`src/sv/kevq_pkg.sv`:
```
package kevq_pkg;

  localparam int DEF_QUEUE_DEPTH = 32;
  localparam int DEF_SLOT_COUNT  = 128;

  localparam int SLOT_W    = 8;
  localparam int ENTRY_W   = SLOT_W + 1;
  localparam int COUNT_W   = 6;
  localparam int FUNC_W    = 3;
  localparam int STATUS_W  = 2;

  localparam logic [FUNC_W-1:0] F_PUSH   = 3'd0;
  localparam logic [FUNC_W-1:0] F_POP    = 3'd1;
  localparam logic [FUNC_W-1:0] F_PEEK   = 3'd2;
  localparam logic [FUNC_W-1:0] F_NEXT   = 3'd3;
  localparam logic [FUNC_W-1:0] F_QUERY  = 3'd4;
  localparam logic [FUNC_W-1:0] F_REMOVE = 3'd5;
  localparam logic [FUNC_W-1:0] F_START  = 3'd6;
  localparam logic [FUNC_W-1:0] F_STOP   = 3'd7;

  localparam logic [STATUS_W-1:0] ST_DONE  = 2'd0;
  localparam logic [STATUS_W-1:0] ST_FULL  = 2'd1;
  localparam logic [STATUS_W-1:0] ST_NONE  = 2'd2;
  localparam logic [STATUS_W-1:0] ST_RANGE = 2'd3;

  typedef struct packed {
    logic [FUNC_W-1:0] func;
    logic [SLOT_W-1:0] slot;
    logic              press;
  } req_t;

  typedef struct packed {
    logic [STATUS_W-1:0] status;
    logic [SLOT_W-1:0]   event_slot;
    logic                event_press;
    logic                found;
    logic [COUNT_W-1:0]  stored_count;
    logic [COUNT_W-1:0]  deferred_count;
    logic                defer_on;
  } rsp_t;

endpackage

```
`src/sv/kevq_ram.sv`:
```
module kevq_ram #(
  parameter int WIDTH = 9,
  parameter int DEPTH = 32
) (
  input  logic                     clk,
  input  logic                     we,
  input  logic [$clog2(DEPTH)-1:0] waddr,
  input  logic [WIDTH-1:0]         wdata,
  input  logic [$clog2(DEPTH)-1:0] raddr,
  output logic [WIDTH-1:0]         rdata
);

  logic [WIDTH-1:0] mem [DEPTH];

  always_ff @(posedge clk) begin
    if (we) begin
      mem[waddr] <= wdata;
    end
    rdata <= mem[raddr];
  end

endmodule

```
`src/sv/kevq_engine.sv`:
```
module kevq_engine #(
  parameter int QUEUE_DEPTH = kevq_pkg::DEF_QUEUE_DEPTH,
  parameter int SLOT_COUNT  = kevq_pkg::DEF_SLOT_COUNT
) (
  input  logic                           clk,
  input  logic                           rst,
  input  logic                           req_valid,
  output logic                           req_ready,
  input  kevq_pkg::req_t                 req,
  output logic                           done_valid,
  input  logic                           done_ready,
  output kevq_pkg::rsp_t                 done,
  output logic                           mem_we,
  output logic [$clog2(QUEUE_DEPTH)-1:0] mem_waddr,
  output logic [kevq_pkg::ENTRY_W-1:0]   mem_wdata,
  output logic [$clog2(QUEUE_DEPTH)-1:0] mem_raddr,
  input  logic [kevq_pkg::ENTRY_W-1:0]   mem_rdata
);

  localparam int PW = $clog2(QUEUE_DEPTH);
  localparam int CW = $clog2(QUEUE_DEPTH + 1);

  localparam logic [2:0] S_IDLE  = 3'd0;
  localparam logic [2:0] S_READ  = 3'd1;
  localparam logic [2:0] S_SCAN  = 3'd2;
  localparam logic [2:0] S_SHIFT = 3'd3;
  localparam logic [2:0] S_EMIT  = 3'd4;

  logic [2:0]    state, state_next;
  logic [PW-1:0] head, head_next;
  logic [CW-1:0] held, held_next;
  logic [CW-1:0] looked, looked_next;
  logic          defer, defer_next;
  logic [CW-1:0] scan_off, scan_off_next;
  logic          scan_vld, scan_vld_next;
  logic [CW-1:0] wr_off, wr_off_next;
  logic [kevq_pkg::ENTRY_W-1:0] key, key_next;
  logic [kevq_pkg::STATUS_W-1:0] status, status_next;
  logic [kevq_pkg::ENTRY_W-1:0]  evt, evt_next;
  logic          found, found_next;

  logic [CW-1:0] wr_ofs, rd_ofs;
  logic [2:0]    op;
  logic          match;

  // ring position of an offset from the pop cursor
  function automatic logic [PW-1:0] pos(input logic [PW-1:0] h, input logic [CW-1:0] off);
    logic [CW:0] s;
    s = (CW+1)'(h) + (CW+1)'(off);
    if (s >= (CW+1)'(QUEUE_DEPTH)) begin
      s = s - (CW+1)'(QUEUE_DEPTH);
    end
    return s[PW-1:0];
  endfunction

  assign req_ready  = (state == S_IDLE);
  assign done_valid = (state == S_EMIT);
  assign match      = scan_vld && (mem_rdata == key);

  always_comb begin
    op = req.func;
    if (op == kevq_pkg::F_NEXT) begin
      op = defer ? kevq_pkg::F_PEEK : kevq_pkg::F_POP;
    end
  end

  always_comb begin
    state_next    = state;
    head_next     = head;
    held_next     = held;
    looked_next   = looked;
    defer_next    = defer;
    scan_off_next = scan_off;
    scan_vld_next = 1'b0;
    wr_off_next   = wr_off;
    key_next      = key;
    status_next   = status;
    evt_next      = evt;
    found_next    = found;
    mem_we        = 1'b0;
    mem_wdata     = {req.slot, req.press};
    wr_ofs        = held;
    rd_ofs        = looked;
    case (state)
      S_IDLE: begin
        if (req_valid) begin
          status_next = kevq_pkg::ST_DONE;
          evt_next    = '0;
          found_next  = 1'b0;
          state_next  = S_EMIT;
          case (op)
            kevq_pkg::F_PUSH: begin
              if ({1'b0, req.slot} >= 9'(SLOT_COUNT)) begin
                status_next = kevq_pkg::ST_RANGE;
              end else if (held == CW'(QUEUE_DEPTH)) begin
                status_next = kevq_pkg::ST_FULL;
              end else begin
                mem_we    = 1'b1;
                held_next = held + CW'(1);
              end
            end
            kevq_pkg::F_POP: begin
              if (held == '0) begin
                status_next = kevq_pkg::ST_NONE;
              end else begin
                rd_ofs      = '0;
                head_next   = pos(head, CW'(1));
                held_next   = held - CW'(1);
                looked_next = '0;
                state_next  = S_READ;
              end
            end
            kevq_pkg::F_PEEK: begin
              if (looked >= held) begin
                status_next = kevq_pkg::ST_NONE;
              end else begin
                looked_next = looked + CW'(1);
                state_next  = S_READ;
              end
            end
            kevq_pkg::F_QUERY: begin
              key_next      = {req.slot, req.press};
              scan_off_next = '0;
              state_next    = S_SCAN;
            end
            kevq_pkg::F_REMOVE: begin
              if (looked == '0) begin
                status_next = kevq_pkg::ST_NONE;
              end else if (looked == CW'(1)) begin
                head_next   = pos(head, CW'(1));
                held_next   = held - CW'(1);
                looked_next = '0;
              end else begin
                // fetch the entry below the one to overwrite
                rd_ofs      = looked - CW'(2);
                wr_off_next = looked - CW'(1);
                state_next  = S_SHIFT;
              end
            end
            kevq_pkg::F_START: defer_next = 1'b1;
            default:           defer_next = 1'b0;
          endcase
        end
      end
      S_READ: begin
        evt_next   = mem_rdata;
        state_next = S_EMIT;
      end
      S_SCAN: begin
        if (match) begin
          found_next = 1'b1;
          state_next = S_EMIT;
        end else if (scan_off == looked) begin
          state_next = S_EMIT;
        end else if (scan_off < looked) begin
          rd_ofs        = scan_off;
          scan_off_next = scan_off + CW'(1);
          scan_vld_next = 1'b1;
        end
      end
      S_SHIFT: begin
        // move one deferred entry up; the next read is two places below
        mem_we    = 1'b1;
        mem_wdata = mem_rdata;
        wr_ofs    = wr_off;
        if (wr_off == CW'(1)) begin
          head_next   = pos(head, CW'(1));
          held_next   = held - CW'(1);
          looked_next = looked - CW'(1);
          state_next  = S_EMIT;
        end else begin
          rd_ofs      = wr_off - CW'(2);
          wr_off_next = wr_off - CW'(1);
        end
      end
      S_EMIT: begin
        if (done_ready) begin
          state_next = S_IDLE;
        end
      end
      default: state_next = S_IDLE;
    endcase
    mem_waddr = pos(head, wr_ofs);
    mem_raddr = pos(head, rd_ofs);
  end

  always_comb begin
    done.status         = status;
    done.event_slot     = evt[kevq_pkg::ENTRY_W-1:1];
    done.event_press    = evt[0];
    done.found          = found;
    done.stored_count   = kevq_pkg::COUNT_W'(held);
    done.deferred_count = kevq_pkg::COUNT_W'(looked);
    done.defer_on       = defer;
  end

  always_ff @(posedge clk) begin
    if (rst) begin
      state    <= S_IDLE;
      head     <= '0;
      held     <= '0;
      looked   <= '0;
      defer    <= 1'b0;
      scan_vld <= 1'b0;
    end else begin
      state    <= state_next;
      head     <= head_next;
      held     <= held_next;
      looked   <= looked_next;
      defer    <= defer_next;
      scan_vld <= scan_vld_next;
    end
  end

  always_ff @(posedge clk) begin
    scan_off <= scan_off_next;
    wr_off   <= wr_off_next;
    key      <= key_next;
    status   <= status_next;
    evt      <= evt_next;
    found    <= found_next;
  end

  a_peek_within_held: assert property (@(posedge clk) disable iff (rst)
    looked <= held)
    else $error("peek cursor beyond push cursor");

  a_held_bound: assert property (@(posedge clk) disable iff (rst)
    held <= CW'(QUEUE_DEPTH))
    else $error("held count beyond queue depth");

  a_write_phase: assert property (@(posedge clk) disable iff (rst)
    mem_we |-> (state == S_IDLE || state == S_SHIFT))
    else $error("entry write outside push or shift");

  a_accept_leaves_idle: assert property (@(posedge clk) disable iff (rst)
    req_valid && req_ready |=> state != S_IDLE)
    else $error("transaction accepted without leaving idle");

endmodule

```
`src/sv/key_event_queue_with_defer_unit.sv`:
```
// Channel | Handshake            | Payload          | Direction
// req     | req_valid/req_ready  | kevq_pkg::req_t  | command in
// rsp     | rsp_valid/rsp_ready  | kevq_pkg::rsp_t  | one result per command, out
//
// One command at a time; the entry RAM has one read and one write port.
// Push, mode switch and rejected commands go straight to the result; pop and peek first read the RAM.
// Query: one RAM read per deferred entry, stops on a hit.
// Remove last deferred: one entry moved per cycle.
// Reset clears the cursors and the mode; the entry RAM is not cleared.
// A new command is taken while the previous result waits in the output register.
module key_event_queue_with_defer_unit #(
  parameter int QUEUE_DEPTH = kevq_pkg::DEF_QUEUE_DEPTH,
  parameter int SLOT_COUNT  = kevq_pkg::DEF_SLOT_COUNT
) (
  input  logic           clk,
  input  logic           rst,
  input  logic           req_valid,
  output logic           req_ready,
  input  kevq_pkg::req_t req,
  output logic           rsp_valid,
  input  logic           rsp_ready,
  output kevq_pkg::rsp_t rsp
);

  localparam int PW = $clog2(QUEUE_DEPTH);

  logic                         done_valid;
  logic                         done_ready;
  kevq_pkg::rsp_t               done;
  logic                         mem_we;
  logic [PW-1:0]                mem_waddr;
  logic [kevq_pkg::ENTRY_W-1:0] mem_wdata;
  logic [PW-1:0]                mem_raddr;
  logic [kevq_pkg::ENTRY_W-1:0] mem_rdata;

  kevq_engine #(
    .QUEUE_DEPTH(QUEUE_DEPTH),
    .SLOT_COUNT (SLOT_COUNT)
  ) u_engine (
    .clk       (clk),
    .rst       (rst),
    .req_valid (req_valid),
    .req_ready (req_ready),
    .req       (req),
    .done_valid(done_valid),
    .done_ready(done_ready),
    .done      (done),
    .mem_we    (mem_we),
    .mem_waddr (mem_waddr),
    .mem_wdata (mem_wdata),
    .mem_raddr (mem_raddr),
    .mem_rdata (mem_rdata)
  );

  kevq_ram #(
    .WIDTH(kevq_pkg::ENTRY_W),
    .DEPTH(QUEUE_DEPTH)
  ) u_ram (
    .clk  (clk),
    .we   (mem_we),
    .waddr(mem_waddr),
    .wdata(mem_wdata),
    .raddr(mem_raddr),
    .rdata(mem_rdata)
  );

  // output register: hold the result until the transaction completes
  assign done_ready = !rsp_valid || rsp_ready;

  always_ff @(posedge clk) begin
    if (rst) begin
      rsp_valid <= 1'b0;
    end else if (done_valid && done_ready) begin
      rsp_valid <= 1'b1;
    end else if (rsp_ready) begin
      rsp_valid <= 1'b0;
    end
  end

  always_ff @(posedge clk) begin
    if (done_valid && done_ready) begin
      rsp <= done;
    end
  end

endmodule
```
`config.mk`:
```
export PLATFORM = sky130hd
export DESIGN_NAME = key_event_queue_with_defer_unit
export DESIGN_NICKNAME = d
export VERILOG_FILES = /design/src/sv/kevq_pkg.sv /design/src/sv/kevq_ram.sv /design/src/sv/kevq_engine.sv /design/src/sv/key_event_queue_with_defer_unit.sv
export SDC_FILE = /design/constraint.sdc
export NUM_CORES = 1
export LEC_CHECK = 0
export BUFFER_PORTS_ARGS = -buffer_cell sky130_fd_sc_hd__buf_2
export CAP_MARGIN = 5
export CORE_ASPECT_RATIO = 2
export CORE_MARGIN = 1.5
export CORE_UTILIZATION = 30
export CTS_CLUSTER_DIAMETER = 60
export DETAILED_ROUTE_END_ITERATION = 8
export PLACE_DENSITY = 0.53
export SYNTH_ARGS = -nofsm -noshare
export SYNTH_HDL_FRONTEND = slang
export SYNTH_SLANG_ARGS = --single-unit
```
`constraint.sdc`:
```
create_clock -name clk -period 6.56 [get_ports clk]
set_input_delay 1.312 -clock clk [delete_from_list [all_inputs] [get_ports clk]]
set_output_delay 1.312 -clock clk [all_outputs]
set_load 0.02 [all_outputs]
```
==> impl_metrics.ini <==
[pwr]
cellLeakagePower_nw = 6.13
max-vdd-ir-drop_mv = 0.157
power_density_mw_per_mm2 = 302
total_power_mw = 5.67

[placed_design]
hpwl_mm = 28.5
port_buffers = 42
gp_congestion = 0.876
place_ws_ns = 0.863

[global_route]
grt_pass1_vias = 9304
grt_overflow = 0
grt_pass1_wl_mm = 60.5
grt_antenna_before_repair = 1
grt_max_degree = 36
grt_use_total_pct = 14.9

[critical_path]
end_kind = flop
critPathLaunch = u_engine.looked[1]
crit_path_end = u_ram.rdata[1]
cp.arrival_ns = 5.90
reg2reg_slack_ns = 1.09
r2r_start = u_engine.looked[1]
cp.required_ns = 6.99
rr_endpoint = u_ram.rdata[1]
worst-setup-path-type = reg -> reg
start_kind = flop
reg2reg_depth = 15
worstPathMaxFanout = 35

[timing]
tns_ns = 0
fin_skew_ns = 0.0123
fmaxAchievable_mhz = 183
setup_ws_ns = 1.09
setup_viol = 0
worstMarginPinSlew_ns = 1.20
slew_viol_final = 0
hold_viol = 0
min_period_over_period_pct = 83.4
period_minus_slack_ns = 5.47
rsz0062_at_grt = no
holdWs_ns = 0.422
slew-limit-headroom_pct = 19.2

[yosys]
synth_top_area_share_pct = 63.9
yosys_most_used_dff = edfxtp_1
synth_mux_area_share_pct = 13.4
synth_adder_area_share_pct = 2.94
yosysTopAreaCell = edfxtp_1
ys_async_sr_fraction_pct = 0
synth_area_sq_mm = 0.0163
ys_seq_area_share_pct = 67.8
synth_top_family_by_area = multiplexers
synth_area_per_cell_sq_um = 16.7
synth_cell_type_count = 73
synthTopCellsByCount = edfxtp_1, mux4_2, nor2_1
synth_warnings = 0
ys_ff_latch = 378
synth_edf_count = 346
synth-simple-area-share_pct = 6.85
synth_nets = 1025
synthTopCellsByArea = edfxtp_1, mux4_2, dfxtp_1
yosysMostFrequentCell = edfxtp_1
synth_xor_area_share_pct = 2.59
synth-compound-area-share_pct = 4.77
syn_inst = 972

[detailed_routing]
dr.pass1.iters = 6
routedWlPerCell_um = 23.2
drt_iter0_markers = 590
viasPerCell = 4.96
drc = 0
drt-total-wl_mm = 40.7
ant_nets = 0
vias = 8693

[final_layout]
nets = 1110
layout-drive-gt1-share_pct = 24.4
antenna_cells = 0
fin_util_pct = 35.0
areaGrowthSynthToFinish_pct = 15.3

[clock_tree]
clkTransAtPathRegs_ns = 0.06
htree_levels = 2
root_buffer = clkbuf_16
post_cts_resize_count = 0
post_cts_buffers = 0
clkLatencyLatePin_ns = 0.54
cts_tree = built
clkSinkCount = 378
numCtsBuffers = 34
ctsHoldBuffers = 0
ctsLongestPathBuffers = 3

[floorplan]
die_w_um = 168
core_sq_mm = 0.0536
fp.dieH_um = 332
io_pins = 43
dieArea_sq_mm = 0.0557
rows = 120
start_util_pct = 30.3

[flow_run]
cap_violations = 0

[hold_path]
min-delay-path-class = reg -> reg

[run_status]
run_status = finished, final reports clean
-- worst min-delay path by stage --
stage / from / slack [ns] / to / cells after the start
2_1_floorplan: u_engine.found / 0.40 / rsp[13] / 0
5_1_grt: u_engine.status[0] / 0.42 / rsp[23] / 0
6_report: u_engine.evt[4] / 0.42 / rsp[18] / 0
3_5_place_dp: u_engine.evt[4] / 0.41 / rsp[18] / 0
4_1_cts: u_engine.evt[4] / 0.42 / rsp[18] / 0
3_3_place_gp: u_engine.evt[4] / 0.40 / rsp[18] / 0
-- per-stage QoR --
| step | std cells | instance area, sq um |
|---|---|---|
| after global placement | 1692 | 17600 |
| final | 1754 | 18800 |
| after global routing | 1754 | 18800 |
| after floorplan | 972 | 16300 |
| after CTS | 1754 | 18800 |
| after detailed placement | 1692 | 17600 |
-- layout make-up --
cell class / count / area, sq um
clock inverters: 25 / 279
multi-input cells: 529 / 5010
repair buffers: 88 / 606
fillers: 4990 / 34800
well taps: 671 / 840
inverters: 26 / 100
flip-flops and latches: 378 / 11000
clock buffers: 37 / 893
-- cell families (layout without fill, tap and decap cells) --
kind of cell | after synthesis | after routing
simple gates | 230 | 230
xor+xnor | 46 | 46
buf+inv | 65 | 176
compound gates | 113 | 113
mux | 103 | 103
flops | 378 | 378
fa+ha+maj | 37 | 37
-- layer usage --
layer	track usage (%)	vias to the layer above	wire, um
met2	30.3	196	24100
met4	6.82	2	1670
li1	-	3956	-
met3	1.76	71	1150
met1	14.6	4468	13700
met5	0	-	13
-- placed cells by master, fill, tap and decap left out, types with 4 or more instances in the layout --
cell / synthesis / final
nand4_1: 6 / 6
nand3b_1: 5 / 5
mux4_2: 90 / 90
o21ai_1: 4 / 4
nor2_1: 83 / 82
edfxtp_1: 346 / 346
xor2_1: 11 / 11
nand2_1: 66 / 66
and2_1: 11 / 11
inv_1: 25 / 25
a211oi_1: 6 / 6
ha_1: 35 / 34
o21ai_0: 23 / 23
clkinv_2: 0 / 7
a21oi_1: 33 / 33
nor2b_1: 4 / 4
bufinv_16: 0 / 5
a31oi_1: 4 / 4
clkinv_1: 0 / 6
buf_2: 8 / 42
xnor2_1: 34 / 32
and3_1: 5 / 5
a211o_1: 5 / 5
dfxtp_1: 32 / 32
buf_12: 0 / 4
nor3_1: 8 / 8
nand2b_1: 7 / 7
clkbuf_16: 0 / 35
a21o_1: 11 / 11
nand3_1: 15 / 15
mux2_2: 9 / 9
buf_4: 2 / 42
-- power breakdown --
group	switching, mW	internal [mW]	total [mW]
Sequential	0.0547	2.69	2.75
Combinational	0.403	0.397	0.800
Clock	0.924	1.20	2.12
-- registers in the layout, indices dropped and copies added (netlist names), 2 cells and up --
name	flops
u_ram.mem	288
rsp	25
u_engine.evt	9
u_engine.key	9
u_ram.rdata	9
u_engine.held	6
u_engine.looked	6
u_engine.scan_off	6
u_engine.wr_off	6
u_engine.head	5
u_engine.state	3
u_engine.status	2
-- worst max-delay path, stage by stage (launching register included) --
cell,delay [ns]
dfxtp_1,0.51
inv_1,0.07
buf_4,0.19
ha_1,0.31
a211oi_1,0.24
o31a_1,0.22
nand2_1,0.21
a2111o_1,0.51
a21oi_1,0.12
o21ai_0,0.17
fa_4,1.21
buf_12,0.30
buf_12,0.18
mux4_2,0.30
mux4_2,0.49
mux2_2,0.28
No activity file was read; power rests on OpenSTA's default activity.
